File: src/hw/rtl/vlt_pkg.sv
// shared constants for the voxel line traversal unit
package vlt_pkg;

   // default geometry of the design
   localparam int COORD_BITS_DEF = 20;
   localparam int MAX_VOXELS_DEF = 64;

   // voxel size register
   localparam int SIZE_BITS = 16;
   localparam logic [SIZE_BITS-1:0] SIZE_RESET = 16'd256;

   // register file: byte address width and word index of each register
   localparam int ADDR_BITS = 3;
   localparam logic REG_VOXEL_SIZE = 1'b0;

endpackage

File: src/hw/rtl/voxel_line_traversal_unit.sv
// voxel line traversal unit: 3d dda walk from start voxel to end voxel
// A segment is taken when start is high and busy is low; busy then stays high until the
// final voxel has been sent. Setup runs six serial floor divisions of the end points by
// the voxel size, each started in S_DIV_GO and awaited in S_DIV_WAIT, then S_INIT forms
// the crossing parameters. Each further voxel runs a length check, a pass over the three
// axes, where each compare against the running best adds a multiply step and a compare
// step on the shared cross-multiplier, and an advance step; a run cut by the length cap
// ends on the length check alone.
// Each voxel appears on the rsp_ ports for one cycle with rsp_valid high and must be taken
// then; rsp_last marks the final voxel and rsp_cut_short an early end.
module voxel_line_traversal_unit #(
   parameter int COORD_BITS = vlt_pkg::COORD_BITS_DEF,
   parameter int MAX_VOXELS = vlt_pkg::MAX_VOXELS_DEF
) (
   input  logic                          clock,
   input  logic                          reset,
   // command channel
   input  logic                          start,
   output logic                          busy,
   input  logic signed [COORD_BITS-1:0]  req_start_x,
   input  logic signed [COORD_BITS-1:0]  req_start_y,
   input  logic signed [COORD_BITS-1:0]  req_start_z,
   input  logic signed [COORD_BITS-1:0]  req_end_x,
   input  logic signed [COORD_BITS-1:0]  req_end_y,
   input  logic signed [COORD_BITS-1:0]  req_end_z,
   // result channel
   output logic                          rsp_valid,
   output logic signed [COORD_BITS-1:0]  rsp_voxel_x,
   output logic signed [COORD_BITS-1:0]  rsp_voxel_y,
   output logic signed [COORD_BITS-1:0]  rsp_voxel_z,
   output logic                          rsp_last,
   output logic                          rsp_cut_short,
   // configuration port
   input  logic                          psel,
   input  logic                          penable,
   input  logic                          pwrite,
   input  logic [vlt_pkg::ADDR_BITS-1:0] paddr,
   input  logic [31:0]                   pwdata,
   output logic [31:0]                   prdata,
   output logic                          pready
);

   localparam int SB   = vlt_pkg::SIZE_BITS;
   localparam int NUMW = SB + $clog2(MAX_VOXELS) + 1;
   localparam int DENW = COORD_BITS + 1;
   localparam int PW   = NUMW + DENW;
   localparam int NW   = $clog2(MAX_VOXELS + 1);

   typedef enum logic [3:0] {
      S_IDLE, S_DIV_GO, S_DIV_WAIT, S_INIT, S_CHECK, S_PICK, S_MUL, S_CMP, S_ADV
   } state_type;

   typedef logic signed [COORD_BITS-1:0] coord_type;

   state_type       state_ff;
   logic [SB-1:0]   size_ff;
   coord_type       s_ff  [3];
   coord_type       e_ff  [3];
   coord_type       v_ff  [3];
   coord_type       ev_ff [3];
   coord_type       lo_ff [3];
   coord_type       hi_ff [3];
   logic [SB-1:0]   r_ff  [3];
   logic [NUMW-1:0] num_ff [3];
   logic [DENW-1:0] den_ff [3];
   logic [2:0]      pos_ff;
   logic [2:0]      neg_ff;
   logic [2:0]      k_ff;
   logic [1:0]      i_ff;
   logic [1:0]      a_ff;
   logic            a_ok_ff;
   logic [NUMW-1:0] best_num_ff;
   logic [DENW-1:0] best_den_ff;
   logic [PW-1:0]   p1_ff;
   logic [PW-1:0]   p2_ff;
   logic [NW-1:0]   n_ff;
   logic            rsp_valid_ff;
   coord_type       rsp_x_ff, rsp_y_ff, rsp_z_ff;
   logic            rsp_last_ff, rsp_cut_ff;

   logic [SB-1:0]   size_eff;
   logic            div_start, div_done;
   logic [1:0]      kk;
   coord_type       div_a, div_q;
   logic [SB-1:0]   div_r;
   coord_type       adv_v;
   coord_type       vt [3];
   logic            outside, at_end;
   logic            cfg_wr;
   logic            cap_hit;
   logic            emit;

   // configuration register, zero size behaves as one
   assign cfg_wr   = psel && penable && pwrite && (paddr[2] == vlt_pkg::REG_VOXEL_SIZE);
   assign pready   = 1'b1;
   assign prdata   = (paddr[2] == vlt_pkg::REG_VOXEL_SIZE) ? {16'd0, size_ff} : 32'd0;
   assign size_eff = (size_ff == '0) ? SB'(1) : size_ff;

   always_ff @(posedge clock) begin
      if (reset) begin
         size_ff <= vlt_pkg::SIZE_RESET;
      end else if (cfg_wr) begin
         size_ff <= pwdata[SB-1:0];
      end
   end

   // operand selection for the shared divider: three starts, then three ends
   assign kk        = (k_ff >= 3'd3) ? 2'(k_ff - 3'd3) : k_ff[1:0];
   assign div_a     = (k_ff >= 3'd3) ? e_ff[kk] : s_ff[kk];
   assign div_start = (state_ff == S_DIV_GO);

   vlt_floor_div #(
      .COORD_BITS(COORD_BITS)
   ) u_div (
      .clock    (clock),
      .reset    (reset),
      .start    (div_start),
      .dividend (div_a),
      .divisor  (size_eff),
      .done     (div_done),
      .quotient (div_q),
      .remainder(div_r)
   );

   // candidate voxel after a step on the chosen axis, and its box checks
   always_comb begin
      adv_v   = pos_ff[a_ff] ? coord_type'(v_ff[a_ff] + 1) : coord_type'(v_ff[a_ff] - 1);
      outside = 1'b0;
      at_end  = 1'b1;
      for (int j = 0; j < 3; j++) begin
         vt[j] = (a_ff == 2'(j)) ? adv_v : v_ff[j];
         if (vt[j] < lo_ff[j] || vt[j] > hi_ff[j]) outside = 1'b1;
         if (vt[j] != ev_ff[j]) at_end = 1'b0;
      end
   end

   // states that send a voxel transfer
   assign cap_hit = (n_ff >= NW'(MAX_VOXELS - 1));
   assign emit    = (state_ff == S_INIT) || (state_ff == S_ADV)
                 || ((state_ff == S_CHECK) && cap_hit);

   // traversal sequencer and result registers
   always_ff @(posedge clock) begin
      if (reset) begin
         state_ff     <= S_IDLE;
         rsp_valid_ff <= 1'b0;
      end else begin
         rsp_valid_ff <= emit;
         case (state_ff)
            S_IDLE: begin
               if (start) begin
                  s_ff[0]  <= req_start_x;
                  s_ff[1]  <= req_start_y;
                  s_ff[2]  <= req_start_z;
                  e_ff[0]  <= req_end_x;
                  e_ff[1]  <= req_end_y;
                  e_ff[2]  <= req_end_z;
                  k_ff     <= '0;
                  state_ff <= S_DIV_GO;
               end
            end
            S_DIV_GO: begin
               state_ff <= S_DIV_WAIT;
            end
            S_DIV_WAIT: begin
               if (div_done) begin
                  if (k_ff >= 3'd3) begin
                     ev_ff[kk] <= div_q;
                  end else begin
                     v_ff[kk] <= div_q;
                     r_ff[kk] <= div_r;
                  end
                  k_ff     <= k_ff + 3'd1;
                  state_ff <= (k_ff == 3'd5) ? S_INIT : S_DIV_GO;
               end
            end
            S_INIT: begin
               // crossing parameters per axis: num over |d|
               for (int j = 0; j < 3; j++) begin
                  logic signed [DENW-1:0] d;
                  d = $signed({e_ff[j][COORD_BITS-1], e_ff[j]})
                    - $signed({s_ff[j][COORD_BITS-1], s_ff[j]});
                  pos_ff[j] <= (d > 0);
                  neg_ff[j] <= (d < 0);
                  den_ff[j] <= (d < 0) ? DENW'(-d) : DENW'(d);
                  if (d > 0) num_ff[j] <= NUMW'(size_eff - r_ff[j]);
                  else num_ff[j] <= NUMW'(r_ff[j]);
                  lo_ff[j] <= (v_ff[j] < ev_ff[j]) ? v_ff[j] : ev_ff[j];
                  hi_ff[j] <= (v_ff[j] < ev_ff[j]) ? ev_ff[j] : v_ff[j];
               end
               rsp_x_ff     <= v_ff[0];
               rsp_y_ff     <= v_ff[1];
               rsp_z_ff     <= v_ff[2];
               rsp_cut_ff   <= 1'b0;
               n_ff         <= NW'(1);
               if (v_ff[0] == ev_ff[0] && v_ff[1] == ev_ff[1] && v_ff[2] == ev_ff[2]) begin
                  rsp_last_ff <= 1'b1;
                  state_ff    <= S_IDLE;
               end else begin
                  rsp_last_ff <= 1'b0;
                  state_ff    <= S_CHECK;
               end
            end
            S_CHECK: begin
               // length cap ends the run on the end voxel
               if (cap_hit) begin
                  rsp_x_ff     <= ev_ff[0];
                  rsp_y_ff     <= ev_ff[1];
                  rsp_z_ff     <= ev_ff[2];
                  rsp_last_ff  <= 1'b1;
                  rsp_cut_ff   <= 1'b1;
                  state_ff     <= S_IDLE;
               end else begin
                  i_ff     <= '0;
                  a_ok_ff  <= 1'b0;
                  state_ff <= S_PICK;
               end
            end
            S_PICK: begin
               // axes with zero direction are passed over
               if (!(pos_ff[i_ff] || neg_ff[i_ff])) begin
                  i_ff     <= i_ff + 2'd1;
                  state_ff <= (i_ff == 2'd2) ? S_ADV : S_PICK;
               end else if (!a_ok_ff) begin
                  a_ff        <= i_ff;
                  a_ok_ff     <= 1'b1;
                  best_num_ff <= num_ff[i_ff];
                  best_den_ff <= den_ff[i_ff];
                  i_ff        <= i_ff + 2'd1;
                  state_ff    <= (i_ff == 2'd2) ? S_ADV : S_PICK;
               end else begin
                  state_ff <= S_MUL;
               end
            end
            S_MUL: begin
               p1_ff    <= PW'(num_ff[i_ff]) * PW'(best_den_ff);
               p2_ff    <= PW'(best_num_ff) * PW'(den_ff[i_ff]);
               state_ff <= S_CMP;
            end
            S_CMP: begin
               // strictly less wins, so ties keep the lower axis
               if (p1_ff < p2_ff) begin
                  a_ff        <= i_ff;
                  best_num_ff <= num_ff[i_ff];
                  best_den_ff <= den_ff[i_ff];
               end
               i_ff     <= i_ff + 2'd1;
               state_ff <= (i_ff == 2'd2) ? S_ADV : S_PICK;
            end
            S_ADV: begin
               if (!a_ok_ff || outside) begin
                  rsp_x_ff    <= ev_ff[0];
                  rsp_y_ff    <= ev_ff[1];
                  rsp_z_ff    <= ev_ff[2];
                  rsp_last_ff <= 1'b1;
                  rsp_cut_ff  <= 1'b1;
                  state_ff    <= S_IDLE;
               end else begin
                  v_ff[a_ff]   <= adv_v;
                  num_ff[a_ff] <= num_ff[a_ff] + NUMW'(size_eff);
                  rsp_x_ff     <= vt[0];
                  rsp_y_ff     <= vt[1];
                  rsp_z_ff     <= vt[2];
                  rsp_last_ff  <= at_end;
                  rsp_cut_ff   <= 1'b0;
                  n_ff         <= n_ff + NW'(1);
                  state_ff     <= at_end ? S_IDLE : S_CHECK;
               end
            end
            default: begin
               state_ff <= S_IDLE;
            end
         endcase
      end
   end

   assign busy          = (state_ff != S_IDLE);
   assign rsp_valid     = rsp_valid_ff;
   assign rsp_voxel_x   = rsp_x_ff;
   assign rsp_voxel_y   = rsp_y_ff;
   assign rsp_voxel_z   = rsp_z_ff;
   assign rsp_last      = rsp_last_ff;
   assign rsp_cut_short = rsp_cut_ff;

`ifndef SYNTHESIS
   // an early end is always the final voxel
   a_cut_is_last: assert property (@(posedge clock) disable iff (reset)
      rsp_valid && rsp_cut_short |-> rsp_last)
      else $error("cut_short without last");

   // the final transfer frees the unit
   a_last_frees: assert property (@(posedge clock) disable iff (reset)
      rsp_valid && rsp_last |-> !busy)
      else $error("busy after final voxel");

   // an accepted segment keeps the unit busy
   a_start_busy: assert property (@(posedge clock) disable iff (reset)
      start && !busy |=> busy)
      else $error("segment accepted but not busy");

   // results only appear while a run is in flight
   a_valid_in_run: assert property (@(posedge clock) disable iff (reset)
      rsp_valid |-> $past(busy))
      else $error("result outside a run");
`endif

endmodule

File: src/hw/rtl/vlt_floor_div.sv
// bit-serial floor division of a signed coordinate by the voxel size
module vlt_floor_div #(
   parameter int COORD_BITS = vlt_pkg::COORD_BITS_DEF
) (
   input  logic                           clock,
   input  logic                           reset,
   input  logic                           start,
   input  logic signed [COORD_BITS-1:0]   dividend,
   input  logic [vlt_pkg::SIZE_BITS-1:0]  divisor,
   output logic                           done,
   output logic signed [COORD_BITS-1:0]   quotient,
   output logic [vlt_pkg::SIZE_BITS-1:0]  remainder
);

   localparam int QW = COORD_BITS - 1;
   localparam int SB = vlt_pkg::SIZE_BITS;
   localparam int CW = $clog2(QW + 1);

   logic          neg_ff;
   logic [QW-1:0] dq_ff;
   logic [SB-1:0] rem_ff;
   logic [CW-1:0] cnt_ff;
   logic          run_ff;
   logic          done_ff;

   logic [SB:0]   trial;
   logic          ge;
   logic [SB-1:0] rem_in;
   logic [QW-1:0] dq_in;

   // one restoring step: bring in the next dividend bit, subtract if it fits
   always_comb begin
      trial  = {rem_ff, dq_ff[QW-1]};
      ge     = trial >= {1'b0, divisor};
      rem_in = ge ? SB'(trial - {1'b0, divisor}) : trial[SB-1:0];
      dq_in  = {dq_ff[QW-2:0], ge};
   end

   // sequencer: a negative dividend is divided as its complement
   always_ff @(posedge clock) begin
      if (reset) begin
         run_ff  <= 1'b0;
         done_ff <= 1'b0;
         cnt_ff  <= '0;
      end else begin
         done_ff <= run_ff && !start && (cnt_ff == CW'(1));
         if (start) begin
            neg_ff <= dividend[COORD_BITS-1];
            dq_ff  <= dividend[COORD_BITS-1] ? ~dividend[QW-1:0] : dividend[QW-1:0];
            rem_ff <= '0;
            cnt_ff <= CW'(QW);
            run_ff <= 1'b1;
         end else if (run_ff) begin
            dq_ff  <= dq_in;
            rem_ff <= rem_in;
            cnt_ff <= cnt_ff - 1'b1;
            if (cnt_ff == CW'(1)) begin
               run_ff <= 1'b0;
            end
         end
      end
   end

   // floor(a/b) = ~floor(~a/b) for negative a, remainder mirrored likewise
   assign done      = done_ff;
   assign quotient  = neg_ff ? ~$signed({1'b0, dq_ff}) : $signed({1'b0, dq_ff});
   assign remainder = neg_ff ? SB'(divisor - SB'(1) - rem_ff) : rem_ff;

endmodule
File: config.mk
export PLATFORM = sky130hd
export DESIGN_NAME = voxel_line_traversal_unit
export DESIGN_NICKNAME = d
export VERILOG_FILES = /design/src/hw/rtl/vlt_pkg.sv /design/src/hw/rtl/voxel_line_traversal_unit.sv /design/src/hw/rtl/vlt_floor_div.sv
export SDC_FILE = /design/constraint.sdc
export NUM_CORES = 2
export LEC_CHECK = 0
export BUFFER_PORTS_ARGS = -buffer_cell sky130_fd_sc_hd__buf_2
export CAP_MARGIN = 20
export CORE_ASPECT_RATIO = 0.5
export CORE_UTILIZATION = 30
export CTS_BUF_LIST = sky130_fd_sc_hd__clkbuf_16
export DETAILED_ROUTE_END_ITERATION = 7
export PLACE_DENSITY_LB_ADDON = 0.3
export SLEW_MARGIN = 20
export SYNTH_ARGS = -nofsm -noshare
export SYNTH_HDL_FRONTEND = slang
export SYNTH_SLANG_ARGS = --single-unit
export TNS_END_PERCENT = 20
File: constraint.sdc
create_clock -name clock -period 28.5 [get_ports clock]
set_clock_uncertainty 0.2 [all_clocks]
set_input_delay 5.7 -clock clock [delete_from_list [all_inputs] [get_ports clock]]
set_output_delay 5.7 -clock clock [all_outputs]
set_load 0.005 [all_outputs]
==> parameters.txt <==
Parameter                              Value

Timing
  RSZ-0062 raised after global routing    false
  Final cycle utilization of the critical path    43.2%
  Fmax    0.0812 GHz
  Period minus WS final    12.31 ns
  Count of final max-slew check failures    0
  Setup TNS    0 ns
  Actual slew at the worst max-slew pin    1.19 ns
  Final Hold Fails    0
  Final setup vio count    0
  Max-slew headroom    18.3%

Logic synthesis
  Number of flops mapped to enable cells by yosys    834
  Number of storage elements in the synthesis netlist    866
  Cell Area, Synth    0.0851 mm2
  Predominant post-synthesis flop cell    edfxtp_1
  Synth cell types    88
  Syn avg cell area    9.96 um2
  Synthesized instance count    8,545
  Count of synthesis-stage warnings from yosys    0
  Proportion of synthesized flip-flops having asynchronous set or reset    0%
  Portion of the post-synthesis area used by sequential elements    30.2%

Floorplan
  Core region area    0.280 mm2
  Total Die Area    0.286 mm2
  Height of the die    379 um
  Initial Util    30.3%
  Site Rows    137
  Top-level port count    258
  Floorplan die width    755 um

Global route
  Antenna violations before repair    12
  Global-route wire length before repair    403 mm
  Vias in the first global route    63,300
  Largest net degree at the start of global routing    107
  Overflow left after global routing    0
  Global-route usage over all layers    18.5%

Power
  Total net switching power    1810 uW
  Pint    3090 uW
  Switching power share of the total    36.9%
  Leak    0.0417 uW
  Power density normalized to cell area    52.0 mW/mm2
  IR drop worst, VDD    58.8 uV
  Clk pwr share    27.2%
  Register share of total power    32.0%
  Logic pwr share    40.9%

Worst setup path
  Element type at the critical path end    output port
  Arrival @ worst endpoint    6.41 ns
  Crit start category    primary input
  Worst EP required    22.60 ns
  CP Class    in2out
  Slowest stage cell on the critical path    buf_2
  Worst-path maximum fanout    18
  Worst r2r path cells    22
  Ordered cell list for the critical path    buf_2 > nor2_1 > buf_2
  Most frequent cell on the critical path    buf_2
  Maximum single-stage delay on the critical path    0.46 ns

Clocking
  Clock tree from TritonCTS    built
  Number of CTS-inserted buffers    94
  Clock transition at the registers of the reported paths    0.06 ns
  CTS Sinks    866
  CTS resizes    0
  Hold-fix buffers, CTS    0
  Count of buffers added by post-CTS timing repair for setup    0
  Number of H-tree levels    3
  Maximum root-to-sink buffer count    3
  Insertion delay of the later-clocked pin in the worst-skew pair    0.77 ns
  Root buffer cell    clkbuf_16

Finish
  Final instance area    0.0942 mm2
  Share of final-layout standard cells stronger than drive strength 1    9.12%
  Most used cells in the layout excluding fill and tap cells    1,379 x inv_1, 871 x nand2_1, 834 x edfxtp_1
  Most common library cell in the layout ignoring fill and taps    inv_1
  Area Overhead vs Synth    10.7%
  Fill cell total of the finished layout    28,600
  Count of nets after finishing    10,300

Job
  # Max-Cap Violations    0

Detailed routing
  Antenna violation net count after detailed routing    0
  First-pass iteration count of the detailed router    7
  DRC violation count after routing    0
  Via density per instance    5.05
  Post-detailed-route wirelength per cell    21.6 um
  First DRT Iteration DRCs    5,103
  Count of vias placed by the detailed router    63,000
  Sum of routed wire length over all layers    270 mm

Min path
  Worst Hold Path Cells    2
  HP Class    reg2reg

Outcome
  Outcome    completed

Placed design
  Estimated wirelength of the detail-placed design    205 mm
  Port buffer count    222
  Standard cell area after detailed placement    0.0909 mm2
  Final estimated routing congestion in global placement    0.939
==> cells in the mapped netlist (38+ instances only) <==
master    number  area, um2
inv_1       1364       5120
nand2_1      873       3280
edfxtp_1     834      25000
fa_1         802      16100
ha_1         711       8900
and2_1       594       3720
a21oi_1      346       1730
clkbuf_1     342       1280
nor2_1       342       1280
o21ai_0      321       1610
xnor2_1      232       2030
a21o_1       178       1340
xor2_1       135       1180
mux2i_1      126       1260
mux2_2       107       1200
nand3_1       91        455
nor3_1        83        415
nand4_1       74        463
mux4_2        66       1490
a22oi_1       64        480
o211ai_1      58        435
o21a_1        58        435
nor2b_1       53        332
nand2b_1      51        319
a211oi_1      48        360
a31oi_1       38        238
==> path summary, 6_finish.rpt <==
check             start       endpoint  slack, ns
max            paddr[2]     prdata[12]      16.19
min          size_ff[0]     size_ff[0]       0.30
max reg2reg     a_ff[1]  num_ff[2][17]      17.13
min reg2reg  size_ff[0]     size_ff[0]       0.30
==> power by group through the flow <==
| stage | clock network [uW] | registers [uW] | logic (uW) |
|---|---|---|---|
| final | 1330 | 1570 | 2000 |
| after global routing | 1400 | 1570 | 2250 |
| after CTS | 1360 | 1570 | 2020 |
| after detailed placement | 0 | 1590 | 2000 |
| after global placement | 0 | 1590 | 1990 |
| after floorplan | 0 | 1580 | 1440 |
==> final cells by class <==
class                      instances  area [um2]  share of cell area (%)
clock inverter                    81         963                    1.02
sequential                       866       25700                    27.3
tap                             3753        4700                    4.99
antenna                            3        7.51                 0.00797
multi-input combinational       5926       53100                    56.3
timing repair buffer             375        2280                    2.42
clock buffer                      94        2350                    2.50
inverter                        1368        5140                    5.46
==> critical path: cells and delay by family <==
family,cells,cell delay (ns)
and+or+nand+nor,1,0.10
buffers and inverters,2,0.61
==> registers in the layout, indices dropped and copies added, names as in the netlist, 48 cells and up, named ones only <==
name and cells:
v_ff 80, hi_ff 60, e_ff 60, lo_ff 60, num_ff 92, r_ff 48, s_ff 60, ev_ff 60
den_ff 63
==> routing by layer <==
| metal | wire length, um | global-route usage, % | vias up |
|---|---|---|---|
| met5 | 48 | 0 | - |
| met1 | 118000 | 24.8 | 31900 |
| met2 | 127000 | 31.1 | 1834 |
| met4 | 10300 | 6.48 | 8 |
| met3 | 14500 | 2.24 | 427 |
| li1 | - | - | 28800 |
==> logic make-up (layout without fill, tap and decap cells) <==
kind of cell	count (synthesis)	in the layout	share of synthesized area, %
simple gates	2334	2334	13.5
buf+inv	1768	1918	7.92
fa+ha+maj	1513	1513	29.3
compound gates	1387	1387	10.5
flops	866	866	30.2
xor+xnor	367	367	3.78
mux	308	308	4.80
other cells	2	20	0.00883
==> through the flow <==
stage | setup slack [ns] | hold WS (ns) | util [%] | std cells | power [uW]
floorplan | 15.17 | 0.245 | - | 8560 | 3020
global placement | 16.16 | 0.290 | 32.4 | 12300 | 3580
detailed placement | 16.16 | 0.300 | 32.4 | 12300 | 3600
CTS | 16.16 | 0.304 | 33.6 | 12500 | 4940
global route | 16.14 | 0.347 | 33.6 | 12500 | 5220
finish | 16.19 | 0.301 | 33.6 | 12500 | 4900
Note: power is estimated with default switching activity, not from simulation.
